## config.mk

```make
export PLATFORM = sky130hd
export DESIGN_NAME = fifo_page_frame_table_top_flat
export DESIGN_NICKNAME = d
export VERILOG_FILES = /design/src/hw/rtl/ppft_pkg.sv /design/src/hw/rtl/ppft_if.sv /design/src/hw/rtl/ppft_tag_store.sv /design/src/hw/rtl/ppft_ring.sv /design/src/hw/rtl/fifo_page_frame_table_top.sv /design/src/flat_wrapper.sv
export SDC_FILE = /design/constraint.sdc
export NUM_CORES = 1
export LEC_CHECK = 0
export ABC_AREA = 1
export BUFFER_PORTS_ARGS = -buffer_cell sky130_fd_sc_hd__buf_2
export CAP_MARGIN = 25
export CORE_MARGIN = 2
export CORE_UTILIZATION = 25
export CTS_CLUSTER_SIZE = 40
export DETAILED_ROUTE_END_ITERATION = 8
export GPL_TIMING_DRIVEN = 0
export PLACE_DENSITY = 0.51
export SYNTH_ARGS = -nofsm -noshare
export SYNTH_HDL_FRONTEND = slang
export SYNTH_SLANG_ARGS = --single-unit
export TNS_END_PERCENT = 50
```

## constraint.sdc

```tcl
create_clock -name clk -period 4 [get_ports clk]
set_input_delay 0.6 -clock clk [delete_from_list [all_inputs] [get_ports clk]]
set_output_delay 0.6 -clock clk [all_outputs]
set_load 0.05 [all_outputs]
```

## src/hw/rtl/ppft_pkg.sv

```systemverilog
// shared constants, command codes and control structs for the page frame table
// no dependencies
package ppft_pkg;

  localparam int NUM_FRAMES_DEF = 16;
  localparam int PID_BITS_DEF   = 8;
  localparam int PAGE_BITS_DEF  = 16;

  localparam int CMD_W   = 2;
  localparam int PID_W   = 8;
  localparam int PAGE_W  = 16;
  localparam int FRAME_W = 4;
  localparam int FAULT_W = 16;

  localparam logic [CMD_W-1:0] CMD_ACCESS  = 2'd0;
  localparam logic [CMD_W-1:0] CMD_RELEASE = 2'd1;
  localparam logic [CMD_W-1:0] CMD_CLEAR   = 2'd2;

  localparam logic [FAULT_W-1:0] FAULT_MAX = '1;

  typedef struct packed {
    logic rd;
    logic wr;
    logic free;
    logic clr;
  } tag_ctl_t;

  typedef struct packed {
    logic used;
    logic owner_hit;
    logic tag_hit;
  } tag_sts_t;

  typedef struct packed {
    logic restart;
    logic rd;
    logic pop;
    logic push;
  } ring_ctl_t;

endpackage

```

## src/hw/rtl/ppft_if.sv

```systemverilog
// valid/ready channel interfaces for command words and result words
// depends on ppft_pkg
interface ppft_in_if import ppft_pkg::*; ();
  logic              valid;
  logic              ready;
  logic [CMD_W-1:0]  cmd;
  logic [PID_W-1:0]  pid;
  logic [PAGE_W-1:0] page;

  modport source (output valid, output cmd, output pid, output page, input ready);
  modport sink   (input valid, input cmd, input pid, input page, output ready);
endinterface

interface ppft_out_if import ppft_pkg::*; ();
  logic               valid;
  logic               ready;
  logic               hit;
  logic [FRAME_W-1:0] frame;
  logic [FAULT_W-1:0] fault_count;

  modport source (output valid, output hit, output frame, output fault_count, input ready);
  modport sink   (input valid, input hit, input frame, input fault_count, output ready);
endinterface

```

## src/hw/rtl/ppft_tag_store.sv

```systemverilog
// frame tag memory with used bits and the shared tag comparator
// depends on ppft_pkg
module ppft_tag_store import ppft_pkg::*; #(
  parameter int NUM_FRAMES = NUM_FRAMES_DEF,
  parameter int PID_BITS   = PID_BITS_DEF,
  parameter int PAGE_BITS  = PAGE_BITS_DEF,
  localparam int IDX_W     = (NUM_FRAMES > 1) ? $clog2(NUM_FRAMES) : 1
) (
  input  logic                 clk,
  input  logic                 rst_n,
  input  tag_ctl_t             ctl,
  input  logic [IDX_W-1:0]     addr,
  input  logic [PID_BITS-1:0]  pid,
  input  logic [PAGE_BITS-1:0] page,
  output tag_sts_t             sts
);

  logic [PID_BITS+PAGE_BITS-1:0] tag_mem [NUM_FRAMES];
  logic [NUM_FRAMES-1:0]         used_r;
  logic [PID_BITS-1:0]           rd_pid_r;
  logic [PAGE_BITS-1:0]          rd_page_r;
  logic                          rd_used_r;

  always_ff @(posedge clk) begin
    if (ctl.wr) begin
      tag_mem[addr] <= {pid, page};
    end
    if (ctl.rd) begin
      {rd_pid_r, rd_page_r} <= tag_mem[addr];
    end
  end

  always_ff @(posedge clk) begin
    if (!rst_n) begin
      used_r    <= '0;
      rd_used_r <= 1'b0;
    end else begin
      if (ctl.rd) begin
        rd_used_r <= used_r[addr];
      end
      if (ctl.clr) begin
        used_r <= '0;
      end else if (ctl.wr) begin
        used_r[addr] <= 1'b1;
      end else if (ctl.free) begin
        used_r[addr] <= 1'b0;
      end
    end
  end

  // free frames never match, whatever their stale tags hold
  always_comb begin
    sts.used      = rd_used_r;
    sts.owner_hit = rd_used_r && (rd_pid_r == pid);
    sts.tag_hit   = sts.owner_hit && (rd_page_r == page);
  end

endmodule

```

## src/hw/rtl/ppft_ring.sv

```systemverilog
// fifo ring of occupied frame indices with head pointer and fill count
// depends on ppft_pkg
module ppft_ring import ppft_pkg::*; #(
  parameter int NUM_FRAMES = NUM_FRAMES_DEF,
  localparam int IDX_W     = (NUM_FRAMES > 1) ? $clog2(NUM_FRAMES) : 1
) (
  input  logic             clk,
  input  logic             rst_n,
  input  ring_ctl_t        ctl,
  input  logic [IDX_W-1:0] push_idx,
  output logic [IDX_W-1:0] head_idx
);

  localparam int CNT_W = $clog2(NUM_FRAMES + 1);
  localparam int SUM_W = CNT_W + 1;
  localparam logic [SUM_W-1:0] N_SUM  = SUM_W'(NUM_FRAMES);
  localparam logic [CNT_W-1:0] N_CNT  = CNT_W'(NUM_FRAMES);
  localparam logic [IDX_W-1:0] LAST   = IDX_W'(NUM_FRAMES - 1);

  logic [IDX_W-1:0] ring_mem [NUM_FRAMES];
  logic [IDX_W-1:0] head_r, head_nxt;
  logic [CNT_W-1:0] count_r, count_nxt;
  logic [IDX_W-1:0] rd_data_r;
  logic [CNT_W-1:0] cnt_pop;
  logic [SUM_W-1:0] sum, pos;
  logic             do_pop, do_push;

  always_comb begin
    do_pop   = ctl.pop && (count_r != '0);
    head_nxt = head_r;
    if (do_pop) begin
      head_nxt = (head_r == LAST) ? '0 : head_r + 1'b1;
    end
    cnt_pop  = count_r - CNT_W'(do_pop);
    do_push  = ctl.push && (cnt_pop < N_CNT);
    // tail slot, wrapped with one compare and subtract
    sum      = SUM_W'(head_nxt) + SUM_W'(cnt_pop);
    pos      = (sum >= N_SUM) ? sum - N_SUM : sum;
    count_nxt = cnt_pop + CNT_W'(do_push);
  end

  always_ff @(posedge clk) begin
    if (!rst_n) begin
      head_r  <= '0;
      count_r <= '0;
    end else if (ctl.restart) begin
      head_r  <= '0;
      count_r <= '0;
    end else begin
      head_r  <= head_nxt;
      count_r <= count_nxt;
    end
  end

  always_ff @(posedge clk) begin
    if (do_push && !ctl.restart) begin
      ring_mem[pos[IDX_W-1:0]] <= push_idx;
    end
    if (ctl.rd) begin
      rd_data_r <= ring_mem[head_r];
    end
  end

  assign head_idx = rd_data_r;

endmodule

```

## src/hw/rtl/fifo_page_frame_table_top.sv

```systemverilog
// access: one tag read and one compare per frame on the shared comparator (S_RD then
// S_CMP), stopping at a hit, with an S_FILL step on a miss; release walks every frame;
// clear and unused codes go straight to S_DONE. one word in flight, next word taken the
// cycle after the result is registered, and a result word that waits on ready holds
// the block in S_DONE. synchronous active-low reset empties the table, ring and
// counter.
module fifo_page_frame_table_top import ppft_pkg::*; #(
  parameter int NUM_FRAMES = NUM_FRAMES_DEF,
  parameter int PID_BITS   = PID_BITS_DEF,
  parameter int PAGE_BITS  = PAGE_BITS_DEF
) (
  input logic       clk,
  input logic       rst_n,
  ppft_in_if.sink   in_ch,
  ppft_out_if.source out_ch
);

  localparam int IDX_W = (NUM_FRAMES > 1) ? $clog2(NUM_FRAMES) : 1;
  localparam logic [IDX_W-1:0] LAST = IDX_W'(NUM_FRAMES - 1);

  typedef enum logic [4:0] {
    S_IDLE = 5'b00001,
    S_RD   = 5'b00010,
    S_CMP  = 5'b00100,
    S_FILL = 5'b01000,
    S_DONE = 5'b10000
  } state_t;

  state_t               state_r, state_nxt;
  logic [CMD_W-1:0]     cmd_r, cmd_nxt;
  logic [PID_BITS-1:0]  pid_r, pid_nxt;
  logic [PAGE_BITS-1:0] page_r, page_nxt;
  logic [IDX_W-1:0]     idx_r, idx_nxt;
  logic [IDX_W-1:0]     free_idx_r, free_idx_nxt;
  logic                 free_fnd_r, free_fnd_nxt;
  logic                 evict_r, evict_nxt;
  logic                 res_hit_r, res_hit_nxt;
  logic [FRAME_W-1:0]   res_frame_r, res_frame_nxt;
  logic [FAULT_W-1:0]   faults_r, faults_nxt;
  logic                 out_vld_r, out_vld_nxt;
  logic                 out_hit_r;
  logic [FRAME_W-1:0]   out_frame_r;
  logic [FAULT_W-1:0]   out_fault_r;

  logic [31:0]          pid_ext, page_ext;
  logic [IDX_W-1:0]     tag_addr, fill_idx, ring_idx;
  tag_ctl_t             tag_ctl;
  tag_sts_t             tag_sts;
  ring_ctl_t            ring_ctl;
  logic                 in_fire, load_out;

  assign pid_ext  = 32'(in_ch.pid);
  assign page_ext = 32'(in_ch.page);
  assign in_fire  = in_ch.valid && in_ch.ready;
  assign load_out = (state_r == S_DONE) && (!out_vld_r || out_ch.ready);
  assign fill_idx = evict_r ? ring_idx : free_idx_r;

  ppft_tag_store #(
    .NUM_FRAMES (NUM_FRAMES),
    .PID_BITS   (PID_BITS),
    .PAGE_BITS  (PAGE_BITS)
  ) u_tag (
    .clk   (clk),
    .rst_n (rst_n),
    .ctl   (tag_ctl),
    .addr  (tag_addr),
    .pid   (pid_r),
    .page  (page_r),
    .sts   (tag_sts)
  );

  ppft_ring #(
    .NUM_FRAMES (NUM_FRAMES)
  ) u_ring (
    .clk      (clk),
    .rst_n    (rst_n),
    .ctl      (ring_ctl),
    .push_idx ((state_r == S_FILL) ? fill_idx : idx_r),
    .head_idx (ring_idx)
  );

  always_comb begin
    state_nxt     = state_r;
    cmd_nxt       = cmd_r;
    pid_nxt       = pid_r;
    page_nxt      = page_r;
    idx_nxt       = idx_r;
    free_idx_nxt  = free_idx_r;
    free_fnd_nxt  = free_fnd_r;
    evict_nxt     = evict_r;
    res_hit_nxt   = res_hit_r;
    res_frame_nxt = res_frame_r;
    faults_nxt    = faults_r;
    tag_ctl       = '0;
    ring_ctl      = '0;
    tag_addr      = idx_r;

    unique case (state_r)
      S_IDLE: begin
        if (in_fire) begin
          cmd_nxt       = in_ch.cmd;
          pid_nxt       = pid_ext[PID_BITS-1:0];
          page_nxt      = page_ext[PAGE_BITS-1:0];
          idx_nxt       = '0;
          free_fnd_nxt  = 1'b0;
          res_hit_nxt   = 1'b0;
          res_frame_nxt = '0;
          unique case (in_ch.cmd)
            CMD_ACCESS: begin
              state_nxt = S_RD;
            end
            CMD_RELEASE: begin
              ring_ctl.restart = 1'b1;
              state_nxt        = S_RD;
            end
            CMD_CLEAR: begin
              tag_ctl.clr      = 1'b1;
              ring_ctl.restart = 1'b1;
              faults_nxt       = '0;
              state_nxt        = S_DONE;
            end
            default: begin
              state_nxt = S_DONE;
            end
          endcase
        end
      end
      S_RD: begin
        tag_ctl.rd = 1'b1;
        state_nxt  = S_CMP;
      end
      S_CMP: begin
        if (cmd_r == CMD_ACCESS) begin
          ring_ctl.rd = 1'b1;
          if (tag_sts.tag_hit) begin
            res_hit_nxt   = 1'b1;
            res_frame_nxt = FRAME_W'(idx_r);
            state_nxt     = S_DONE;
          end else begin
            if (!tag_sts.used && !free_fnd_r) begin
              free_fnd_nxt = 1'b1;
              free_idx_nxt = idx_r;
            end
            if (idx_r == LAST) begin
              if (faults_r != FAULT_MAX) begin
                faults_nxt = faults_r + 1'b1;
              end
              evict_nxt = !free_fnd_nxt;
              state_nxt = S_FILL;
            end else begin
              idx_nxt   = idx_r + 1'b1;
              state_nxt = S_RD;
            end
          end
        end else begin
          // release: free owned frames, relink survivors in index order
          if (tag_sts.owner_hit) begin
            tag_ctl.free = 1'b1;
          end else if (tag_sts.used) begin
            ring_ctl.push = 1'b1;
          end
          if (idx_r == LAST) begin
            state_nxt = S_DONE;
          end else begin
            idx_nxt   = idx_r + 1'b1;
            state_nxt = S_RD;
          end
        end
      end
      S_FILL: begin
        tag_addr      = fill_idx;
        tag_ctl.wr    = 1'b1;
        ring_ctl.pop  = evict_r;
        ring_ctl.push = 1'b1;
        res_frame_nxt = FRAME_W'(fill_idx);
        state_nxt     = S_DONE;
      end
      S_DONE: begin
        if (load_out) begin
          state_nxt = S_IDLE;
        end
      end
      default: begin
        state_nxt = S_IDLE;
      end
    endcase
  end

  always_comb begin
    out_vld_nxt = out_vld_r;
    if (load_out) begin
      out_vld_nxt = 1'b1;
    end else if (out_ch.ready) begin
      out_vld_nxt = 1'b0;
    end
  end

  always_ff @(posedge clk) begin
    if (!rst_n) begin
      state_r   <= S_IDLE;
      faults_r  <= '0;
      out_vld_r <= 1'b0;
    end else begin
      state_r   <= state_nxt;
      faults_r  <= faults_nxt;
      out_vld_r <= out_vld_nxt;
    end
  end

  always_ff @(posedge clk) begin
    cmd_r       <= cmd_nxt;
    pid_r       <= pid_nxt;
    page_r      <= page_nxt;
    idx_r       <= idx_nxt;
    free_idx_r  <= free_idx_nxt;
    free_fnd_r  <= free_fnd_nxt;
    evict_r     <= evict_nxt;
    res_hit_r   <= res_hit_nxt;
    res_frame_r <= res_frame_nxt;
    if (load_out) begin
      out_hit_r   <= res_hit_r;
      out_frame_r <= res_frame_r;
      out_fault_r <= faults_r;
    end
  end

  assign in_ch.ready        = (state_r == S_IDLE);
  assign out_ch.valid       = out_vld_r;
  assign out_ch.hit         = out_hit_r;
  assign out_ch.frame       = out_frame_r;
  assign out_ch.fault_count = out_fault_r;

endmodule
```

## src/flat_wrapper.sv

```systemverilog
// flat-port wrapper written by rule: the top's interface ports become plain ports
module fifo_page_frame_table_top_flat import ppft_pkg::*;
#(
  parameter int NUM_FRAMES = NUM_FRAMES_DEF,
  parameter int PID_BITS   = PID_BITS_DEF,
  parameter int PAGE_BITS  = PAGE_BITS_DEF
)
  (clk, rst_n, in_ch_valid, in_ch_cmd, in_ch_pid, in_ch_page, in_ch_ready, out_ch_valid, out_ch_hit, out_ch_frame, out_ch_fault_count, out_ch_ready);
  ppft_in_if in_ch_i ();
  ppft_out_if out_ch_i ();
  input logic clk;
  input logic rst_n;
  input wire logic [$bits(in_ch_i.valid)-1:0] in_ch_valid;
  input wire logic [$bits(in_ch_i.cmd)-1:0] in_ch_cmd;
  input wire logic [$bits(in_ch_i.pid)-1:0] in_ch_pid;
  input wire logic [$bits(in_ch_i.page)-1:0] in_ch_page;
  output wire logic [$bits(in_ch_i.ready)-1:0] in_ch_ready;
  output wire logic [$bits(out_ch_i.valid)-1:0] out_ch_valid;
  output wire logic [$bits(out_ch_i.hit)-1:0] out_ch_hit;
  output wire logic [$bits(out_ch_i.frame)-1:0] out_ch_frame;
  output wire logic [$bits(out_ch_i.fault_count)-1:0] out_ch_fault_count;
  input wire logic [$bits(out_ch_i.ready)-1:0] out_ch_ready;
  assign in_ch_i.valid = in_ch_valid;
  assign in_ch_i.cmd = in_ch_cmd;
  assign in_ch_i.pid = in_ch_pid;
  assign in_ch_i.page = in_ch_page;
  assign in_ch_ready = in_ch_i.ready;
  assign out_ch_valid = out_ch_i.valid;
  assign out_ch_hit = out_ch_i.hit;
  assign out_ch_frame = out_ch_i.frame;
  assign out_ch_fault_count = out_ch_i.fault_count;
  assign out_ch_i.ready = out_ch_ready;
  fifo_page_frame_table_top #(.NUM_FRAMES(NUM_FRAMES), .PID_BITS(PID_BITS), .PAGE_BITS(PAGE_BITS)) u_core (.clk(clk), .rst_n(rst_n), .in_ch(in_ch_i), .out_ch(out_ch_i));
endmodule
```

==> results of run 1 <==
==> what timing repair did <==
action | 4_1_cts | 5_1_grt
endpoints found under the setup margin | 0 | 64
buffers inserted | 0 | 0
resized for setup | 0 | 35
==> cell usage after synthesis (2+ instances only) <==
library cell,instances
a21boi_0,2
a21boi_1,2
a21o_1,2
a21oi_1,86
a31oi_1,2
buf_1,5
buf_2,39
buf_4,6
clkbuf_1,40
dfxtp_1,48
edfxtp_1,538
ha_1,13
inv_1,110
inv_2,8
mux2i_1,8
nand2_1,769
nand2_2,3
nand3_1,117
nand3_2,2
nand3b_1,3
nand4_1,48
nor2_1,138
nor2_2,6
nor2_4,4
nor3_1,10
nor4_1,2
o21ai_0,56
o21ai_1,34
o21ai_2,2
o21bai_1,2
o221ai_1,8
o22ai_1,4
o32ai_1,8
or2_2,3
xnor2_1,7
xor2_1,13
==> cell families after synthesis <==
family          count (synthesis)
xor+xnor                       20
buf+inv                       209
simple gates                 1112
compound gates                212
mux                             8
flops                         586
fa+ha+maj                      14
==> per-layer routing <==
layer	global-route usage, %	wire length [um]	up-vias
li1	-	-	7676
met1	18.6	30600	7635
met2	21.6	30900	499
met3	2.76	4570	122
met4	3.97	1840	0
met5	0.629	0	-
==> per-stage QoR <==
stage	area [um^2]	total power, mW	TNS [ns]
final	28200	15.9	0
after global routing	28200	16.6	-0.373
after CTS	28100	16.0	0
after detailed placement	26100	10.4	0
after global placement	26000	10.4	-27.52
after floorplan	24200	9.18	0
==> cell type report <==
cell class,instances,area (um^2),area share [%]
sequential,586,17100,60.6
multi-input combinational,1366,6350,22.5
timing repair buffer,58,367,1.30
buffer,90,410,1.45
inverter,119,447,1.58
clock inverter,28,327,1.16
tap,1276,1600,5.66
clock buffer,82,1610,5.72
==> flip-flops by register name (all words and copies together), names as in the netlist, 2 cells and up, named ones only <==
| register | flops |
|---|---|
| u_core.u_tag.tag_mem | 384 |
| u_core.u_ring.ring_mem | 64 |
| u_core.faults_r | 16 |
| u_core.out_ch.fault_count | 16 |
| u_core.page_r | 16 |
| u_core.u_tag.rd_page_r | 16 |
| u_core.pid_r | 8 |
| u_core.u_tag.rd_pid_r | 8 |
| u_core.state_r | 5 |
| u_core.u_ring.count_r | 5 |
| u_core.free_idx_r | 4 |
| u_core.idx_r | 4 |
| u_core.out_ch.frame | 4 |
| u_core.res_frame_r | 4 |
| u_core.u_ring.head_idx | 4 |
| u_core.u_ring.head_r | 4 |
| u_core.cmd_r | 2 |
==> worst max path at each step <==
stage / startpoint / slack, ns / endpoint
2_1_floorplan: u_core.state_r[1] / 0.76 / u_core.u_ring.ring_mem[0][0]
3_3_place_gp: u_core.state_r[2] / -1.19 / u_core.state_r[1]
3_5_place_dp: u_core.state_r[0] / 0.12 / u_core.u_ring.ring_mem[1][2]
4_1_cts: u_core.state_r[1] / 0.1 / u_core.u_ring.ring_mem[1][3]
5_1_grt: u_core.state_r[0] / -0.04 / u_core.u_ring.ring_mem[2][3]
6_report: u_core.state_r[1] / 0.24 / u_core.u_ring.ring_mem[2][3]
==> placed cells by master (no fill, tap or decap), types with 19 or more instances in the layout <==
cell,instances
nand3_1,113
dfxtp_1,48
o21ai_1,34
inv_2,23
nor2_1,121
nand2_1,769
inv_1,95
edfxtp_1,538
clkbuf_1,59
nor2_4,19
clkbuf_16,60
o21ai_0,56
nand4_1,48
buf_2,91
a21oi_1,86
==> report_power, final <==
part | switching [mW] | internal (mW)
Combinational | 2.02 | 0.660
Sequential | 0.374 | 7.23
Clock | 2.36 | 3.26
==> results.sh, run 1 <==
export IMPL_synth_edf_count=538
export IMPL_place_inst=3494
export IMPL_firstDrtPassIters=5
export IMPL_cts_buffer_depth=3
export IMPL_r2r_start="u_core.state_r[1]"
export IMPL_grt_pass1_wl_mm=100
export IMPL_startpoint_type="flop"
export IMPL_cp_top_family="simple AND/OR/NAND/NOR gates"
export IMPL_critical_path_max_stage_delay_ns=0.44
export IMPL_dieHeight_um=315
export IMPL_grt_overflow_total=0
export IMPL_synth_top_area_share_pct=66.8
export IMPL_min_from="in_ch_page[6]"
export IMPL_synth_simple_area_share_pct=19.0
export IMPL_rsz0062_at_grt="true"
export IMPL_synth_area_leaders="edfxtp_1 67%, nand2_1 12%, dfxtp_1 4.0%, nand3_1 2.4%, nor2_1 2.1%"
export IMPL_hold_path_class="in2reg"
export IMPL_synth_ff_type="edfxtp_1"
export IMPL_ir_worst_vdd_mv=0.344
export IMPL_cts_tree="done"
export IMPL_min_period_ns=3.76
export IMPL_ctsHoldBuffers=0
export IMPL_synth_compound_area_share_pct=4.86
export IMPL_grtUsageTotal_pct=13.6
export IMPL_rows=114
export IMPL_cap_viol_max_count=0
export IMPL_r2r_cells=18
export IMPL_crit_buf_inv=4
export IMPL_layout_nets=2324
export IMPL_ys_seq_area_share_pct=70.8
export IMPL_remaining_drc_errors=0
export IMPL_hold_depth=1
export IMPL_initial_core_util_pct=25.1
export IMPL_ys_async_sr_fraction_pct=0
export IMPL_grt_max_degree=26
export IMPL_design_die_area_um2=99200
export IMPL_synthMuxAreaShare_pct=0.331
export IMPL_run_status="completed"
export IMPL_io_buffers=51
export IMPL_min_period_over_period_pct=94.0
export IMPL_syn_cell_area_um2=24200
export IMPL_yosysTopAreaCell="edfxtp_1"
export IMPL_cp_end_kind="flop"
export IMPL_routed_wl_mm=67.9
export IMPL_clk_pin_slew_ns=0.06
export IMPL_synth_distinct_cells=49
export IMPL_io_pins=53
export IMPL_drt_iter0_markers=1772
export IMPL_synth_fa_ha_area_share_pct=0.756
export IMPL_dpl_hpwl_mm=42.5
export IMPL_crit_cells=18
export IMPL_syn_instance_count=2161
export IMPL_setup_viol=0
export IMPL_antenna_found_initial=6
export IMPL_grt_pass1_vias=15300
export IMPL_arrival_ns=4.06
export IMPL_setup_slack_ns=0.238
export IMPL_critPathMaxFanout=10
export IMPL_final_hold_viol_count=0
export IMPL_worst_pin_slew_ns=1.15
export IMPL_syn_to_final_growth_pct=16.7
export IMPL_required_ns=4.30
export IMPL_antenna_cells=0
export IMPL_r2r_end="u_core.u_ring.ring_mem[2][3]"
export IMPL_layout_drive_gt1_share_pct=10.9
export IMPL_leakage_nw=10.1
export IMPL_stdcell_count=3605
export IMPL_dp_slack_ns=0.124
export IMPL_max_slew_margin_pct=23.5
export IMPL_synth_warnings=0
export IMPL_cts_buffers=59
export IMPL_critical_path_cell_chain="nor2_4, nand2_2, nor2_8, buf_4, nand3_2, inv_1, ha_1, ha_1, or2_2, nand2_1, inv_1, ha_1, a21oi_1, xnor2_1, inv_1, nand2_1, nand3_2, nor2_2"
export IMPL_powerDensity_nw_per_um2=564
export IMPL_wl_per_cell_um=18.8
export IMPL_routed_via_density=4.42
export IMPL_die_w_um=315
export IMPL_gp_congestion=0.835
export IMPL_fmax_mhz=266
export IMPL_drv_slew=0
export IMPL_nFillCells=9832
export IMPL_ys_ff_latch=586
export IMPL_critPathSlowestCell="dfxtp_1"
export IMPL_htreeDepth=2
export IMPL_min_to="u_core.page_r[6]"
export IMPL_crit_type="reg2reg"
export IMPL_vias=15900
export IMPL_core_area_um2=96300
export IMPL_r2r_slack_ns=0.24
export IMPL_synth_top_family_by_area="simple AND/OR/NAND/NOR gates"
export IMPL_syn_num_nets=2205
export IMPL_final_util_pct=29.3
export IMPL_whs_ns=0.140
export IMPL_ant_nets=0
export IMPL_skew_ns=0.0224
export IMPL_synth_xor_area_share_pct=0.725
export IMPL_clock_sinks=586
export IMPL_synth_area_per_cell_um2=11.2
export IMPL_clk_latency_ns=0.63
export IMPL_root_buffer="clkbuf_16"
No activity file was read; power rests on OpenSTA's default activity.
==> run 2, diff against run 1 <==
==> constraint.sdc (replaced) <==
create_clock -name clk -period 4.05 [get_ports clk]
set_input_delay 0.6075 -clock clk [delete_from_list [all_inputs] [get_ports clk]]
set_output_delay 0.6075 -clock clk [all_outputs]
set_load 0.05 [all_outputs]
==> run 2 against run 1 <==
  * Clock-buffer cell count unchanged
  * Critical path depth unchanged
  * Register-to-register slack worse by 0.02 ns
==> results.sh, run 2 (same netlist as run 1, synthesis figures left out) <==
export IMPL_run_status="completed"
export IMPL_power_frac_clock_pct=35.3
export IMPL_hold_path_class="in2reg"
export IMPL_cap_viol_max_count=0
export IMPL_drt_iter0_markers=1756
export IMPL_power_frac_seq_pct=47.8
export IMPL_critical_path_max_stage_delay_ns=0.44
export IMPL_io_buffers=51
export IMPL_remaining_drc_errors=0
export IMPL_clk_latency_ns=0.63
export IMPL_cts_setup_buffers=0
export IMPL_setup_viol=0
export IMPL_final_hold_viol_count=0
export IMPL_ctsResizeCount=0
export IMPL_startpoint_type="flop"
export IMPL_antenna_found_initial=6
export IMPL_fmax_mhz=261
export IMPL_dieHeight_um=315
export IMPL_io_pins=53
export IMPL_antenna_cells=0
export IMPL_routed_wl_mm=68.0
export IMPL_initial_core_util_pct=25.1
export IMPL_gp_congestion=0.835
export IMPL_hold_depth=1
export IMPL_max_slew_margin_pct=23.3
export IMPL_internal_power_mw=11.0
export IMPL_required_ns=4.32
export IMPL_min_to="u_core.page_r[6]"
export IMPL_ant_nets=0
export IMPL_grt_pass1_vias=15300
export IMPL_cp_end_kind="flop"
export IMPL_whs_ns=0.147
export IMPL_grt_overflow_total=0
export IMPL_root_buffer="clkbuf_16"
export IMPL_clock_sinks=586
export IMPL_arrival_ns=4.10
export IMPL_r2r_end="u_core.u_ring.ring_mem[6][3]"
export IMPL_largest_register_ffs=384
export IMPL_crit_type="reg2reg"
export IMPL_switching_share_pct=29.9
export IMPL_p_switching_mw=4.70
export IMPL_vias=16000
export IMPL_powerDensity_nw_per_um2=559
export IMPL_grt_max_degree=26
export IMPL_dpl_hpwl_mm=42.5
export IMPL_min_period_over_period_pct=94.6
export IMPL_min_period_ns=3.83
export IMPL_cts_buffers=59
export IMPL_layout_common_cells="769 x nand2_1, 538 x edfxtp_1, 131 x nor2_1"
export IMPL_drv_slew=0
export IMPL_r2r_cells=18
export IMPL_worst_pin_slew_ns=1.15
export IMPL_final_common_cell="nand2_1"
export IMPL_clk_pin_slew_ns=0.06
export IMPL_cts_tree="done"
export IMPL_grt_pass1_wl_mm=100
export IMPL_comb_power_share_pct=16.9
export IMPL_r2r_start="u_core.state_r[1]"
export IMPL_critPathMaxFanout=10
export IMPL_layout_nets=2324
export IMPL_htreeDepth=2
export IMPL_tns_ns=0
export IMPL_firstDrtPassIters=5
export IMPL_cts_buffer_depth=3
export IMPL_rsz0062_at_grt="true"
export IMPL_regMostFlops="u_core.u_tag.tag_mem"
export IMPL_min_from="in_ch_page[6]"
export IMPL_skew_ns=0.0234
export IMPL_core_area_um2=96300
export IMPL_wl_per_cell_um=18.9
export IMPL_rows=114
export IMPL_ir_worst_vdd_mv=0.340
export IMPL_leakage_nw=10.1
export IMPL_die_w_um=315
export IMPL_design_die_area_um2=99200
export IMPL_ctsHoldBuffers=0
export IMPL_grtUsageTotal_pct=13.6
export IMPL_layout_drive_gt1_share_pct=10.3
export IMPL_critical_path_cell_chain="nor2_4, nand2_2, nor2_8, buf_4, nand3_2, inv_1, ha_1, ha_1, or2_2, nand2_1, inv_1, ha_1, a21oi_1, xnor2_1, inv_1, nand2_1, nand3_1, nor2_1"
export IMPL_critPathSlowestCell="dfxtp_1"
export IMPL_nFillCells=9839
export IMPL_routed_via_density=4.43
export IMPL_syn_to_final_growth_pct=16.2
export IMPL_r2r_slack_ns=0.22
==> run 2: cell count changes in the layout (fill, tap and decap cells not counted) <==
cell     previous run  this run
nand3_1           113       117
nand3_2             6         2
nor2_4             19         4
nor2_2              8        13
nor2_1            121       131
==> run 2: through the flow <==
stage               cells  area, um^2  total power [mW]  worst slack [ns]  util [%]
floorplan            2161       24200              9.07             0.807         -
global placement     3488       26000              10.3             -1.14      27.0
detailed placement   3494       26100              10.3             0.174      27.1
CTS                  3604       28100              15.8             0.150      29.2
global route         3605       28100              16.4           -0.0999      29.2
finish               3605       28100              15.7             0.220      29.2
==> run 2: how the worst max path moves through the flow <==
stage	startpoint	to	slack, ns	depth (start not counted)
after CTS	u_core.state_r[1]	u_core.u_ring.ring_mem[1][3]	0.15	18
after detailed placement	u_core.state_r[0]	u_core.u_ring.ring_mem[1][2]	0.17	17
after floorplan	u_core.state_r[1]	u_core.u_ring.ring_mem[0][0]	0.81	18
after global placement	u_core.state_r[2]	u_core.state_r[1]	-1.14	6
final	u_core.state_r[1]	u_core.u_ring.ring_mem[6][3]	0.22	18
after global routing	u_core.state_r[0]	u_core.u_ring.ring_mem[4][0]	-0.1	17
==> run 2: layout make-up <==
type / count / area, um^2 / share of cell area (%)
Buffer: 90 / 410 / 1.46
Clock buffer: 82 / 1610 / 5.74
Clock inverter: 28 / 327 / 1.16
Inverter: 119 / 447 / 1.59
Multi-Input combinational cell: 1366 / 6230 / 22.2
Sequential cell: 586 / 17100 / 60.9
Tap cell: 1276 / 1600 / 5.68
Timing Repair Buffer: 58 / 367 / 1.30
==> run 2: layer usage <==
metal  up-vias  GRT usage [%]  part of all wire (%)
met5         -          0.629                     0
met2       474           21.6                    46
met1      7690           18.6                    45
met4         0           3.97                   2.8
li1       7673              -                     -
met3       126           2.76                   6.7
==> run 2: power by group through the flow <==
stage / registers (mW) / clock network (mW) / logic, mW
final: 7.51 / 5.55 / 2.65
after global routing: 7.56 / 5.91 / 2.90
after CTS: 7.52 / 5.66 / 2.66
after detailed placement: 7.64 / 0 / 2.65
after global placement: 7.64 / 0 / 2.62
after floorplan: 7.53 / 0 / 1.54
==> run 2: critical path, delay by kind of cell (launching register included) <==
| family | cells | cell delay, ns |
|---|---|---|
| buffers and inverters | 4 | 0.48 |
| XOR/XNOR | 1 | 0.20 |
| adder cells (fa/ha/maj) | 3 | 0.77 |
| AO/OA/AOI/OAI | 1 | 0.18 |
| AND/OR/NAND/NOR | 9 | 1.38 |
| flip-flops | 1 | 0.44 |
==> run 3, diff against run 2 <==
--- a/config.mk
+++ b/config.mk
@@ -8,7 +8,6 @@
 export ABC_AREA = 1
 export BUFFER_PORTS_ARGS = -buffer_cell sky130_fd_sc_hd__buf_2
 export CAP_MARGIN = 25
-export CORE_MARGIN = 2
 export CORE_UTILIZATION = 25
 export CTS_CLUSTER_SIZE = 40
 export DETAILED_ROUTE_END_ITERATION = 8
==> constraint.sdc (replaced) <==
create_clock -name clk -period 4.8 [get_ports clk]
set_input_delay 0.72 -clock clk [delete_from_list [all_inputs] [get_ports clk]]
set_output_delay 0.72 -clock clk [all_outputs]
set_load 0.05 [all_outputs]
==> run 3 against run 2 <==
  * Register-to-register slack better by 0.68 ns
  * Final cell count shrank 0.36%
  * Sequential power is 16% lower
  * Power fell by 17%
  * Critical path depth shrank 1
  * Die area decreased by 1.3%
  * Clock-buffer cell count decreased by 7
  * Flip-flop and latch count unchanged
  * Routed wire length about the same
  * Critical path type unchanged
  * Largest power group unchanged
==> results.sh, run 3 (same netlist as run 1, synthesis figures left out) <==
export IMPL_root_buffer="clkbuf_16"
export IMPL_critPathMaxFanout=10
export IMPL_cts_tree="done"
export IMPL_ctsResizeCount=0
export IMPL_cts_buffer_depth=3
export IMPL_leakage_nw=10.1
export IMPL_core_area_um2=95400
export IMPL_run_status="completed"
export IMPL_routed_wl_mm=67.9
export IMPL_clk_pin_slew_ns=0.06
export IMPL_grt_overflow_total=0
export IMPL_cp_top_family="simple AND/OR/NAND/NOR gates"
export IMPL_routed_via_density=4.44
export IMPL_rows=113
export IMPL_grtUsageTotal_pct=13.8
export IMPL_final_common_cell="nand2_1"
export IMPL_critPathSlowestCell="nor2_1"
export IMPL_min_period_over_period_pct=81.2
export IMPL_worst_pin_slew_ns=1.17
export IMPL_critical_path_cell_chain="nor2_4, nand2_2, nor2_8, buf_4, nand3_2, inv_1, ha_1, ha_1, inv_1, ha_1, a21o_1, a21oi_1, xnor2_1, inv_1, nand2_1, nand3_1, nor2_1"
export IMPL_die_w_um=313
export IMPL_cts_buffers=59
export IMPL_startpoint_type="flop"
export IMPL_ir_worst_vdd_mv=0.298
export IMPL_initial_core_util_pct=25.3
export IMPL_p_switching_mw=3.99
export IMPL_min_from="in_ch_page[0]"
export IMPL_syn_to_final_growth_pct=16.0
export IMPL_final_hold_viol_count=0
export IMPL_gp_congestion=0.836
export IMPL_min_period_ns=3.90
export IMPL_setup_viol=0
export IMPL_whs_ns=0.251
export IMPL_arrival_ns=4.15
export IMPL_design_die_area_um2=98000
export IMPL_powerDensity_nw_per_um2=467
export IMPL_required_ns=5.05
export IMPL_power_frac_seq_pct=48.4
export IMPL_critical_path_max_stage_delay_ns=0.43
export IMPL_largest_register_ffs=384
export IMPL_dpl_hpwl_mm=42.8
export IMPL_rsz0062_at_grt="false"
export IMPL_ant_nets=0
export IMPL_layout_nets=2326
export IMPL_layout_drive_gt1_share_pct=10.0
export IMPL_crit_buf_inv=4
export IMPL_grt_pass1_wl_mm=101
export IMPL_fmax_mhz=257
export IMPL_hold_path_class="in2reg"
export IMPL_internal_power_mw=9.12
export IMPL_crit_start="u_core.state_r[0]"
export IMPL_io_buffers=51
export IMPL_r2r_start="u_core.state_r[0]"
export IMPL_layout_common_cells="769 x nand2_1, 538 x edfxtp_1, 137 x nor2_1"
export IMPL_grt_max_degree=26
export IMPL_ctsHoldBuffers=0
export IMPL_dieHeight_um=313
export IMPL_clock_sinks=586
export IMPL_comb_power_share_pct=17.0
export IMPL_skew_ns=0.0431
export IMPL_regMostFlops="u_core.u_tag.tag_mem"
export IMPL_cp_end_kind="flop"
export IMPL_drv_slew=0
export IMPL_wl_per_cell_um=18.9
export IMPL_cts_setup_buffers=0
export IMPL_io_pins=53
export IMPL_antenna_cells=0
export IMPL_remaining_drc_errors=0
export IMPL_grt_pass1_vias=15300
export IMPL_power_frac_clock_pct=34.6
export IMPL_switching_share_pct=30.4
export IMPL_crit_type="reg2reg"
export IMPL_total_power_mw=13.1
export IMPL_cap_viol_max_count=0
export IMPL_max_slew_margin_pct=22.3
export IMPL_firstDrtPassIters=6
export IMPL_drt_iter0_markers=1549
export IMPL_clk_latency_ns=0.64
export IMPL_htreeDepth=2
export IMPL_nFillCells=9801
export IMPL_vias=16000
export IMPL_antenna_found_initial=7
## run 3: cell count changes in the layout (fill, tap and decap cells not counted), moves of 2 or more
cell,delta
inv_2,-2
clkbuf_1,-4
clkinv_2,+3
nor2_2,-6
clkbuf_8,-2
bufinv_16,-2
inv_1,+2
nor2_1,+6
## run 3: stage by stage
step	TNS [ns]	std cells	util, %	area [um^2]	setup slack [ns]
after floorplan	0	2161	-	24200	1.56
after global placement	-12.38	3477	27.3	26000	-0.655
after detailed placement	0	3486	27.4	26200	0.886
after CTS	0	3592	29.4	28000	0.852
after global routing	0	3592	29.4	28000	0.577
final	0	3592	29.4	28000	0.902
## run 3: power by group through the flow
stage	sequential (mW)	combinational, mW	clock, mW
6_report	6.34	2.23	4.53
5_1_grt	6.38	2.45	4.83
4_1_cts	6.34	2.24	4.63
3_5_place_dp	6.45	2.24	0
3_3_place_gp	6.45	2.21	0
2_1_floorplan	6.35	1.30	0
## run 3: layout make-up
class                      count  area (um^2)  share of cell area [%]
sequential                   586        17100                    61.0
multi-input combinational   1366         6210                    22.1
tap                         1265         1580                    5.64
clock buffer                  75         1550                    5.52
inverter                     119          447                    1.59
timing repair buffer          60          414                    1.48
buffer                        90          410                    1.46
clock inverter                31          313                    1.12
## run 3: final timing paths
| path | end | slack, ns | depth (start not counted) |
|---|---|---|---|
| setup / recovery | u_core.u_ring.ring_mem[0][3] | 0.90 | 17 |
| hold / removal | u_core.page_r[0] | 0.25 | 1 |
| setup reg to reg | u_core.u_ring.ring_mem[0][3] | 0.90 | 17 |
| hold reg to reg | u_core.out_ch.frame[1] | 0.42 | 0 |
## run 3: per-layer routing
layer / global-route usage [%] / part of all wire, % / up-vias / routed length [um]
li1: - / - / 7667 / -
met1: 19.8 / 47 / 7735 / 31800
met2: 22.0 / 45 / 449 / 30900
met3: 1.89 / 5.7 / 108 / 3880
met4: 3.04 / 2.0 / 2 / 1390
met5: 0 / 0.019 / - / 13
